===== config.mk =====
export PLATFORM = sky130hd
export DESIGN_NAME = tmtw_ctrl
export DESIGN_NICKNAME = d
export VERILOG_FILES = /design/src/rtl/tmtw_pkg.sv /design/src/rtl/tmtw_ctrl.sv
export SDC_FILE = /design/constraint.sdc
export NUM_CORES = 1
export LEC_CHECK = 0
export BUFFER_PORTS_ARGS = -buffer_cell sky130_fd_sc_hd__buf_2
export CELL_PAD_IN_SITES_DETAIL_PLACEMENT = 0
export CELL_PAD_IN_SITES_GLOBAL_PLACEMENT = 2
export CORE_MARGIN = 2
export CORE_UTILIZATION = 31
export DETAILED_ROUTE_END_ITERATION = 8
export PLACE_DENSITY_LB_ADDON = 0.3
export SLEW_MARGIN = 20
export SYNTH_ARGS = -nofsm -noshare
export SYNTH_HDL_FRONTEND = slang
export SYNTH_SLANG_ARGS = --single-unit

===== constraint.sdc =====
create_clock -name clock -period 2.85 [get_ports clock]
set_input_delay 0.1425 -clock clock [delete_from_list [all_inputs] [get_ports clock]]
set_output_delay 0.1425 -clock clock [all_outputs]
set_load 0.05 [all_outputs]

===== src/rtl/tmtw_pkg.sv =====
// ============================================================================
// tmtw_pkg: shared definitions for the text mode terminal writer
// Screen geometry, character codes, register indexes, controller states and
// the ANSI to VGA color map.
// ============================================================================
`default_nettype none

package tmtw_pkg;

   localparam int COLUMNS  = 80;
   localparam int ROWS     = 25;
   localparam int CELLS    = ROWS * COLUMNS;
   localparam int ADDR_W   = $clog2(CELLS);
   localparam int CELL_W   = 16;
   localparam int CHAR_W   = 8;
   localparam int ATTR_W   = 8;
   localparam int COL_W    = 7;
   localparam int ROW_W    = 5;
   localparam int COLOR_W  = 3;
   localparam int CSR_IDX_W = 2;
   localparam int CSR_DATA_W = 3;

   localparam logic [CHAR_W-1:0] CHAR_NUL     = 8'd0;
   localparam logic [CHAR_W-1:0] CHAR_NEWLINE = 8'd10;
   localparam logic [CHAR_W-1:0] CHAR_BLANK   = 8'd32;
   localparam logic [CHAR_W-1:0] PRINT_LO     = 8'd32;
   localparam logic [CHAR_W-1:0] PRINT_HI     = 8'd126;
   localparam logic [CELL_W-1:0] RESET_CELL   = 16'h0220;

   localparam logic [COLOR_W-1:0] FG_COLOR_RESET = 3'd2;
   localparam logic [COLOR_W-1:0] BG_COLOR_RESET = 3'd0;

   typedef enum logic {
      ACT_PUT  = 1'b0,
      ACT_READ = 1'b1
   } action_type;

   typedef enum logic [CSR_IDX_W-1:0] {
      CSR_FG_COLOR  = 2'd0,
      CSR_FG_BRIGHT = 2'd1,
      CSR_BG_COLOR  = 2'd2,
      CSR_BG_BRIGHT = 2'd3
   } csr_index_type;

   typedef enum logic [2:0] {
      ST_CLEAR,
      ST_IDLE,
      ST_READ,
      ST_SCROLL,
      ST_FILL
   } ctrl_state_type;

   // VGA palette order swaps red with blue and yellow with cyan.
   function automatic logic [COLOR_W-1:0] ansi_to_vga(input logic [COLOR_W-1:0] ansi);
      logic [COLOR_W-1:0] vga;
      case (ansi)
         3'd1:    vga = 3'd4;
         3'd3:    vga = 3'd6;
         3'd4:    vga = 3'd1;
         3'd6:    vga = 3'd3;
         default: vga = ansi;
      endcase
      return vga;
   endfunction

endpackage

`default_nettype wire


===== src/rtl/tmtw_ctrl.sv =====
// ============================================================================
// tmtw_ctrl: cursor, command sequencer and screen sweeps
// Handles put and read commands, the clearing sweep after reset and the
// scroll, which copies every row up by one and then blanks the bottom row.
// ============================================================================
`default_nettype none

module tmtw_ctrl (
   input  wire logic                           clock,
   input  wire logic                           reset,
   input  wire logic                           start,
   output logic                                busy,
   input  wire logic                           req_action,
   input  wire logic [tmtw_pkg::CHAR_W-1:0]    req_char_code,
   input  wire logic [tmtw_pkg::ROW_W-1:0]     req_read_row,
   input  wire logic [tmtw_pkg::COL_W-1:0]     req_read_col,
   input  wire logic [tmtw_pkg::ATTR_W-1:0]    attr,
   output logic                                rsp_valid,
   output logic [tmtw_pkg::CELL_W-1:0]         rsp_cell_value,
   output logic [tmtw_pkg::COL_W-1:0]          rsp_cursor_col,
   output logic [tmtw_pkg::ROW_W-1:0]          rsp_cursor_row,
   output logic                                rsp_scrolled,
   output logic                                mem_wr_en,
   output logic [tmtw_pkg::ADDR_W-1:0]         mem_wr_addr,
   output logic [tmtw_pkg::CELL_W-1:0]         mem_wr_data,
   output logic                                mem_rd_en,
   output logic [tmtw_pkg::ADDR_W-1:0]         mem_rd_addr,
   input  wire logic [tmtw_pkg::CELL_W-1:0]    mem_rd_data
);

   import tmtw_pkg::*;

   ctrl_state_type     state_ff, state_in;
   logic [ADDR_W-1:0]  sweep_ff, sweep_in;
   logic [ADDR_W-1:0]  dst_ff, dst_in;
   logic               copy_vld_ff, copy_vld_in;
   logic               read_ok_ff, read_ok_in;
   logic [COL_W-1:0]   cursor_x_ff, cursor_x_in;
   logic [ROW_W-1:0]   cursor_y_ff, cursor_y_in;
   logic               rsp_valid_ff, rsp_valid_in;
   logic [CELL_W-1:0]  rsp_cell_ff, rsp_cell_in;
   logic [COL_W-1:0]   rsp_col_ff, rsp_col_in;
   logic [ROW_W-1:0]   rsp_row_ff, rsp_row_in;
   logic               rsp_scrolled_ff, rsp_scrolled_in;

   logic [ADDR_W-1:0]  cursor_addr;
   logic [ADDR_W-1:0]  read_addr;
   logic [COL_W:0]     x_next;
   logic               accept;
   logic               last_sweep;

   assign accept      = start && (state_ff == ST_IDLE);
   assign cursor_addr = ADDR_W'(cursor_y_ff) * ADDR_W'(COLUMNS) + ADDR_W'(cursor_x_ff);
   assign read_addr   = ADDR_W'(req_read_row) * ADDR_W'(COLUMNS) + ADDR_W'(req_read_col);
   assign x_next      = {1'b0, cursor_x_ff} + (COL_W+1)'(1);
   assign last_sweep  = (sweep_ff == ADDR_W'(CELLS - 1));

   always_ff @(posedge clock) begin
      if (reset) begin
         state_ff        <= ST_CLEAR;
         sweep_ff        <= '0;
         copy_vld_ff     <= 1'b0;
         cursor_x_ff     <= '0;
         cursor_y_ff     <= '0;
         rsp_valid_ff    <= 1'b0;
      end else begin
         state_ff        <= state_in;
         sweep_ff        <= sweep_in;
         copy_vld_ff     <= copy_vld_in;
         cursor_x_ff     <= cursor_x_in;
         cursor_y_ff     <= cursor_y_in;
         rsp_valid_ff    <= rsp_valid_in;
      end
   end

   always_ff @(posedge clock) begin
      dst_ff          <= dst_in;
      read_ok_ff      <= read_ok_in;
      rsp_cell_ff     <= rsp_cell_in;
      rsp_col_ff      <= rsp_col_in;
      rsp_row_ff      <= rsp_row_in;
      rsp_scrolled_ff <= rsp_scrolled_in;
   end

   always_comb begin
      state_in        = state_ff;
      sweep_in        = sweep_ff;
      dst_in          = dst_ff;
      copy_vld_in     = 1'b0;
      read_ok_in      = read_ok_ff;
      cursor_x_in     = cursor_x_ff;
      cursor_y_in     = cursor_y_ff;
      rsp_valid_in    = 1'b0;
      rsp_cell_in     = rsp_cell_ff;
      rsp_col_in      = rsp_col_ff;
      rsp_row_in      = rsp_row_ff;
      rsp_scrolled_in = rsp_scrolled_ff;
      mem_wr_en       = 1'b0;
      mem_wr_addr     = sweep_ff;
      mem_wr_data     = RESET_CELL;
      mem_rd_en       = 1'b0;
      mem_rd_addr     = sweep_ff;

      case (state_ff)
         ST_CLEAR: begin
            mem_wr_en = 1'b1;
            if (last_sweep) begin
               state_in = ST_IDLE;
               sweep_in = '0;
            end else begin
               sweep_in = sweep_ff + ADDR_W'(1);
            end
         end

         ST_IDLE: begin
            if (accept) begin
               if (req_action == ACT_READ) begin
                  mem_rd_en   = 1'b1;
                  mem_rd_addr = read_addr;
                  read_ok_in  = ({1'b0, req_read_row} < (ROW_W+1)'(ROWS)) &&
                                ({1'b0, req_read_col} < (COL_W+1)'(COLUMNS));
                  state_in    = ST_READ;
               end else begin
                  // A put is answered right away; a scroll runs afterwards.
                  rsp_valid_in    = 1'b1;
                  rsp_cell_in     = '0;
                  rsp_scrolled_in = 1'b0;
                  rsp_col_in      = cursor_x_ff;
                  rsp_row_in      = cursor_y_ff;
                  if (req_char_code != CHAR_NUL) begin
                     if ((req_char_code >= PRINT_LO) && (req_char_code <= PRINT_HI)) begin
                        mem_wr_en   = 1'b1;
                        mem_wr_addr = cursor_addr;
                        mem_wr_data = {attr, req_char_code};
                     end
                     if ((x_next >= (COL_W+1)'(COLUMNS)) || (req_char_code == CHAR_NEWLINE)) begin
                        cursor_x_in = '0;
                        rsp_col_in  = '0;
                        if (cursor_y_ff == ROW_W'(ROWS - 1)) begin
                           rsp_scrolled_in = 1'b1;
                           sweep_in        = ADDR_W'(COLUMNS);
                           state_in        = ST_SCROLL;
                        end else begin
                           cursor_y_in = cursor_y_ff + ROW_W'(1);
                           rsp_row_in  = cursor_y_ff + ROW_W'(1);
                        end
                     end else begin
                        cursor_x_in = x_next[COL_W-1:0];
                        rsp_col_in  = x_next[COL_W-1:0];
                     end
                  end
               end
            end
         end

         ST_READ: begin
            rsp_valid_in    = 1'b1;
            rsp_cell_in     = read_ok_ff ? mem_rd_data : '0;
            rsp_col_in      = cursor_x_ff;
            rsp_row_in      = cursor_y_ff;
            rsp_scrolled_in = 1'b0;
            state_in        = ST_IDLE;
         end

         ST_SCROLL: begin
            // Read one row ahead; the data lands in the next cycle one row up.
            mem_rd_en   = 1'b1;
            copy_vld_in = 1'b1;
            dst_in      = sweep_ff - ADDR_W'(COLUMNS);
            if (copy_vld_ff) begin
               mem_wr_en   = 1'b1;
               mem_wr_addr = dst_ff;
               mem_wr_data = mem_rd_data;
            end
            if (last_sweep) begin
               state_in = ST_FILL;
               sweep_in = ADDR_W'(CELLS - COLUMNS);
            end else begin
               sweep_in = sweep_ff + ADDR_W'(1);
            end
         end

         ST_FILL: begin
            mem_wr_en = 1'b1;
            if (copy_vld_ff) begin
               // The last copied cell still owns the write port this cycle.
               mem_wr_addr = dst_ff;
               mem_wr_data = mem_rd_data;
            end else begin
               mem_wr_data = {attr, CHAR_BLANK};
               if (last_sweep) begin
                  state_in = ST_IDLE;
                  sweep_in = '0;
               end else begin
                  sweep_in = sweep_ff + ADDR_W'(1);
               end
            end
         end

         default: begin
            state_in = ST_IDLE;
         end
      endcase
   end

   assign busy           = (state_ff != ST_IDLE);
   assign rsp_valid      = rsp_valid_ff;
   assign rsp_cell_value = rsp_cell_ff;
   assign rsp_cursor_col = rsp_col_ff;
   assign rsp_cursor_row = rsp_row_ff;
   assign rsp_scrolled   = rsp_scrolled_ff;

   a_cursor_in_range: assert property (@(posedge clock) disable iff (reset)
      (cursor_x_ff < COL_W'(COLUMNS)) && (cursor_y_ff < ROW_W'(ROWS)))
      else $error("cursor left the screen");

   a_put_answered: assert property (@(posedge clock) disable iff (reset)
      (accept && (req_action == ACT_PUT)) |=> rsp_valid_ff)
      else $error("put transfer without a response");

   a_read_answered: assert property (@(posedge clock) disable iff (reset)
      (accept && (req_action == ACT_READ)) |-> ##2 rsp_valid_ff)
      else $error("read transfer without a response");

   a_scroll_follows: assert property (@(posedge clock) disable iff (reset)
      (rsp_valid_ff && rsp_scrolled_ff) |-> (state_ff == ST_SCROLL))
      else $error("scroll reported but no copy sweep running");

   a_no_same_entry: assert property (@(posedge clock) disable iff (reset)
      !(mem_wr_en && mem_rd_en && (mem_wr_addr == mem_rd_addr)))
      else $error("read and write of the same cell in one cycle");

endmodule

`default_nettype wire


Word-level counts from Yosys, hierarchy flattened
Index checks and enable logic that the tools add are counted.
Word-level totals
  register bits: 69
  output and inout port bits: 71
Cells by class
  $add $sub $neg: 6
  multipliers: 2
  magnitude comparators: 5
  equal/unequal tests: 18
  multiplexer cells: 68
  bitwise operators: 1
  reductions and logical operators: 15
Operators with widths (number)
  11-bit two-way mux: 16
  16-bit two-way mux: 9
  16-bit case mux with 3 select lines: 1
  11-bit case mux with 4 select lines: 1
  16-bit case mux with 2 select lines: 1
  7-bit two-way mux: 4
  5-bit two-way mux: 5
  3-bit two-way mux: 8
  11-bit by 7-bit adder with 11-bit output: 2
  11-bit case mux with 2 select lines: 1
  1-bit two-way mux: 15
  5-bit by 3-bit multiplier with 7-bit output (second input constant): 2
  7-bit case mux with 2 select lines: 1
  3-bit case mux with 4 select lines: 1
  11-bit by 1-bit adder with 11-bit output (second input constant): 1
  11-bit equality test (second input constant): 1
  11-bit by 7-bit subtractor with 11-bit output (second input constant): 1
  5-bit case mux with 2 select lines: 1
  3-bit by 2-bit inequality test with 1-bit output (second input constant): 3
  3-bit AND reduction: 3
  7-bit by 1-bit adder with 8-bit output (second input constant): 1
  8-bit by 4-bit equality test with 1-bit output (second input constant): 1
  8-bit by 6-bit greater-or-equal comparator with 1-bit output (second input constant): 1
  8-bit by 7-bit greater-or-equal comparator with 1-bit output (second input constant): 1
  other kinds (23): 34

Longest topological paths before layout
  word-level depth: 8
  gate-level depth with buffers: 10
  depth with buffers taken out: 10

Least setup slack after synthesis
OpenSTA, ideal clock, no wires.
  path type: input to output
  from: in req_read_row[1] (netlist bit)
  to: out mem_rd_addr[10] (netlist bit)
  arrival time: 2.732 ns
  required time: 2.707 ns
  setup slack: -0.025 ns
  stages on the path: 8
  path buffers: 0
  path through: ha_1 ha_1 fa_1 xor2_1 o2111ai_1 xor2_1 xnor2_1 o21ai_0
On the way
  longest elaborated chain between the ends: 5
Ends and longest elaborated chain
  start, declared: line tmtw_ctrl.sv:15  | input wire logic [tmtw_pkg::ROW_W-1:0] req_read_row,
  5-bit by 3-bit multiplier with 7-bit output: line tmtw_ctrl.sv:54  | assign read_addr = ADDR_W'(req_read_row) * ADDR_W'(COLUMNS) + ADDR_W'(req_read_col);
  11-bit by 7-bit adder with 11-bit output: line tmtw_ctrl.sv:54
  11-bit two-way mux: line tmtw_ctrl.sv:117  | if (req_action == ACT_READ) begin
  11-bit two-way mux: line tmtw_ctrl.sv:116  | if (accept) begin
  11-bit two-way mux: line tmtw_ctrl.sv:104  | case (state_ff)
  end, declared: line tmtw_ctrl.sv:27  | output logic [tmtw_pkg::ADDR_W-1:0] mem_rd_addr,
No other way between the ends.

Final worst setup path
  from: reg cursor_y_ff[3]
  to: out mem_wr_addr[10] (netlist bit)
On the way
  longest elaborated chain between the ends: 7
Ends and longest elaborated chain
  start, declared: line tmtw_ctrl.sv:39  | logic [ROW_W-1:0] cursor_y_ff, cursor_y_in;
  start signal, assigned: line tmtw_ctrl.sv:71  | cursor_y_ff <= cursor_y_in;
  5-bit by 3-bit multiplier with 7-bit output: line tmtw_ctrl.sv:53  | assign cursor_addr = ADDR_W'(cursor_y_ff) * ADDR_W'(COLUMNS) + ADDR_W'(cursor_x_ff);
  11-bit by 7-bit adder with 11-bit output: line tmtw_ctrl.sv:53
  11-bit two-way mux: line tmtw_ctrl.sv:131  | if ((req_char_code >= PRINT_LO) && (req_char_code <= PRINT_HI)) begin
  11-bit two-way mux: line tmtw_ctrl.sv:130  | if (req_char_code != CHAR_NUL) begin
  11-bit two-way mux: line tmtw_ctrl.sv:117
  11-bit two-way mux: line tmtw_ctrl.sv:116
  11-bit case mux with 2 select lines: line tmtw_ctrl.sv:104
  end, declared: line tmtw_ctrl.sv:24  | output logic [tmtw_pkg::ADDR_W-1:0] mem_wr_addr,
No other way between the ends.

==> summary.txt <==
Run status
  • Status: finished clean

Logic synthesis
  • Top-count cell post-synth: nand2_1
  • Number of flops mapped to enable cells by yosys: 41
  • Synth Cell Area: 4449 µm²
  • Ys flop type: edfxtp_1
  • Synth area leader: edfxtp_1
  • Mapped Cells: 496
  • Synthesized flop and latch total: 69
  • Yosys warns: 0
  • Top cell type's share of synthesized area: 27.67%
  • Synth area leaders: edfxtp_1 (28%), dfxtp_1 (13%), ha_1 (6.7%)
  • Sequential share of the synthesized area: 40.27%
  • Synth cell types: 58
  • Post-Syn Nets: 572
  • Syn Area/Cell: 8.970 µm²
  • Post-synth top cells: nand2_1 (66), o21ai_0 (42), edfxtp_1 (41)
  • Async set-reset flop share out of synthesis: 0%

Place
  • HPWL after DPL: 9.954 mm
  • Dpl ws: 0.1569 ns
  • I/O Buffers: 118
  • GPL Wtd Cong: 0.8398
  • Placed cells: 791
  • DP Area: 5314 µm²

Worst setup path
  • CP max stage delay: 0.49 ns
  • Sum of buffers and inverters on the critical path: 2
  • Type of origin of the critical path: flip-flop
  • Critical Path Fanout Max: 4
  • Required @ worst endpoint: 2.71 ns
  • Worst r2r src: cursor_x_ff[0]
  • R2R Path End: rsp_cursor_col[5]
  • Critical path destination: mem_wr_addr[10]
  • Crit. Startpoint: cursor_y_ff[3]
  • Worst path depth: 10
  • Slowest library cell on the worst path: fa_2
  • Worst Reg-to-Reg Cells: 7
  • Flop2flop setup slack: 0.32 ns
  • Critical path class: reg -> out
  • WP data arrival: 2.66 ns
  • CP delay by family, top: adder cells
  • Setup crit end kind: output pin
  • CP Cell Sequence: ha_4, ha_2, inv_2, fa_2, nor4_4, xor2_1, xnor2_1, a22oi_1, nand2_1, buf_6

Clock tree
  • TritonCTS Sinks: 69
  • CTS tree: yes
  • Clock latency on the worst-skew pair: 0.34 ns
  • Root Driver: clkbuf_16
  • Clk slew on worst S/H paths: 0.05 ns
  • CTS Buf Count: 9
  • CTS max path bufs: 2
  • # H-tree levels: 3

Detailed routing
  • DR vias/cell: 5.136
  • DR DRC count: 0
  • DR pass1 iterations: 5
  • Total Wirelength: 13.23 mm
  • Final ANT Viol Nets: 0
  • Routed len/inst: 16.37 µm
  • 1st-iter DRT viols: 267
  • Vias after detailed routing: 4,150

Die
  • Number of I/O pins: 119
  • Die W: 123.8 µm
  • Core area: 13,930 µm²
  • Die H: 123.8 µm
  • Initial Util: 31.93%
  • Row cnt: 43
  • Die area: 15,330 µm²

Timing
  • Final period util: 98.35%
  • Setup slack after layout: 0.04707 ns
  • Worst-Margin Slew: 0.6188 ns
  • Crit path time final: 2.803 ns
  • Max_slew headroom: 58.75%
  • Final hold slack: 0.09489 ns
  • Fin. max-slew vios: 0
  • Final setup violation count: 0
  • Final hold viol count: 0
  • Max Fclk: 0.3568 GHz
  • RSZ-0062 raised after global routing: true
  • Clock Skew: 0.005661 ns

Cells and area
  • Final non-filler cell total: 808
  • Design Area, Final: 5682 µm²
  • Area growth from synthesis to layout: 27.70%
  • Antenna cell count: 0
  • Share of post-route cells with drive strength above 1: 28.18%
  • Total Nets Final: 699

Power
  • Pwr dens: 415.0 nW/µm²
  • Net Switching: 0.5393 mW
  • Internal: 1.819 mW
  • Clk network pwr share: 47.6%
  • Max IR drop VDD: 0.2604 mV
  • Logic pwr share: 7.5%
  • Sw Share: 22.87%
  • Power, Total: 2.358 mW
  • Leakage power: 2.331 nW
  • Sequential share of power: 44.9%

GRT
  • First-pass GRT wire length: 20.44 mm
  • Overflow after GRT: 0
  • Vias in the first global route: 3,899
  • Initial antenna violation count: 0
  • Pin count of the biggest net entering global routing: 27
  • Gr usage total: 17.66%

Flow run
  • Max-cap viol count: 0

Hold path
  • Min-delay worst type: in -> reg
  • Min-Delay Path Depth: 2
## flip-flops by register name, summed over array words and instances (netlist names), 3 cells and up
signal          flops
dst_ff             11
rsp_cursor_col      7
sweep_ff           11
cursor_y_ff         5
state_ff            3
rsp_cell_value     16
cursor_x_ff         7
rsp_cursor_row      5
## cell usage in the layout (no fill, tap or decap), drive strengths merged, types with 7 or more instances in the layout
master  netlist  routed
a21oi        26      26
a22o         13      13
a22oi         8       8
and2         19      19
and3          9       9
buf          10     137
clkbuf       11      12
dfxtp        28      28
edfxtp       41      41
ha           24      24
inv          25      25
nand2        66      66
nand2b        7       7
nand3        24      24
nor2         38      38
o21ai        46      46
xnor2        17      17
xor2          7       7
## worst min-delay path by stage
stage                     slack [ns]                  to       startpoint
after CTS                       0.09  rsp_cell_value[11]  mem_rd_data[11]
after global placement          0.44   rsp_cell_value[9]   mem_rd_data[9]
after floorplan                 0.31         state_ff[1]       req_action
after detailed placement        0.44  rsp_cell_value[11]  mem_rd_data[11]
final                           0.09  rsp_cell_value[11]  mem_rd_data[11]
after global routing            0.11  rsp_cell_value[12]  mem_rd_data[12]
## power groups by stage
stage / clock (mW) / combinational (mW) / sequential, mW
2_1_floorplan: 0 / 0.105 / 1.08
3_3_place_gp: 0 / 0.176 / 1.08
3_5_place_dp: 0 / 0.179 / 1.08
4_1_cts: 1.14 / 0.180 / 1.06
5_1_grt: 1.18 / 0.198 / 1.06
6_report: 1.12 / 0.178 / 1.06
## final cells by class
type	count	area [µm²]
fillers	1400	8253
clock inverters	4	47.55
multi-input cells	381	2532
well taps	180	225.2
flip-flops and latches	69	1794
inverters	25	93.84
clock buffers	12	246.5
repair buffers	137	742.0
## cells by family after synthesis
group,count (synthesis),synth area share [%]
buffers and inverters,46,4.387
flip-flops,69,40.27
AO/OA/AOI/OAI,124,18.25
AND/OR/NAND/NOR,202,23.12
XOR/XNOR,24,4.724
multiplexers,3,0.7030
adder cells (fa/ha/maj),28,8.549
## metal layers
layer  share of wire [%]  vias up  GRT usage, %
met1                  47     1958         23.80
met4                 1.8        0         6.960
li1                    -     2054             -
met2                  45      123         28.23
met3                 5.4       15         2.976
met5                   0        -             0
## through the flow
stage	TNS (ns)	utilization [%]
after global routing	-0.05027	40.77
after CTS	-0.01385	40.44
final	0	40.77
after detailed placement	0	38.13
after global placement	0	38.13
after floorplan	0	-
## what timing repair did
action,4_1_cts,5_1_grt
pin swaps,5,10
endpoints found under the setup margin,2,11
resized for setup,7,10
hold buffers,0,0
buffers inserted,0,1
Note: power is estimated with default switching activity, not from simulation.
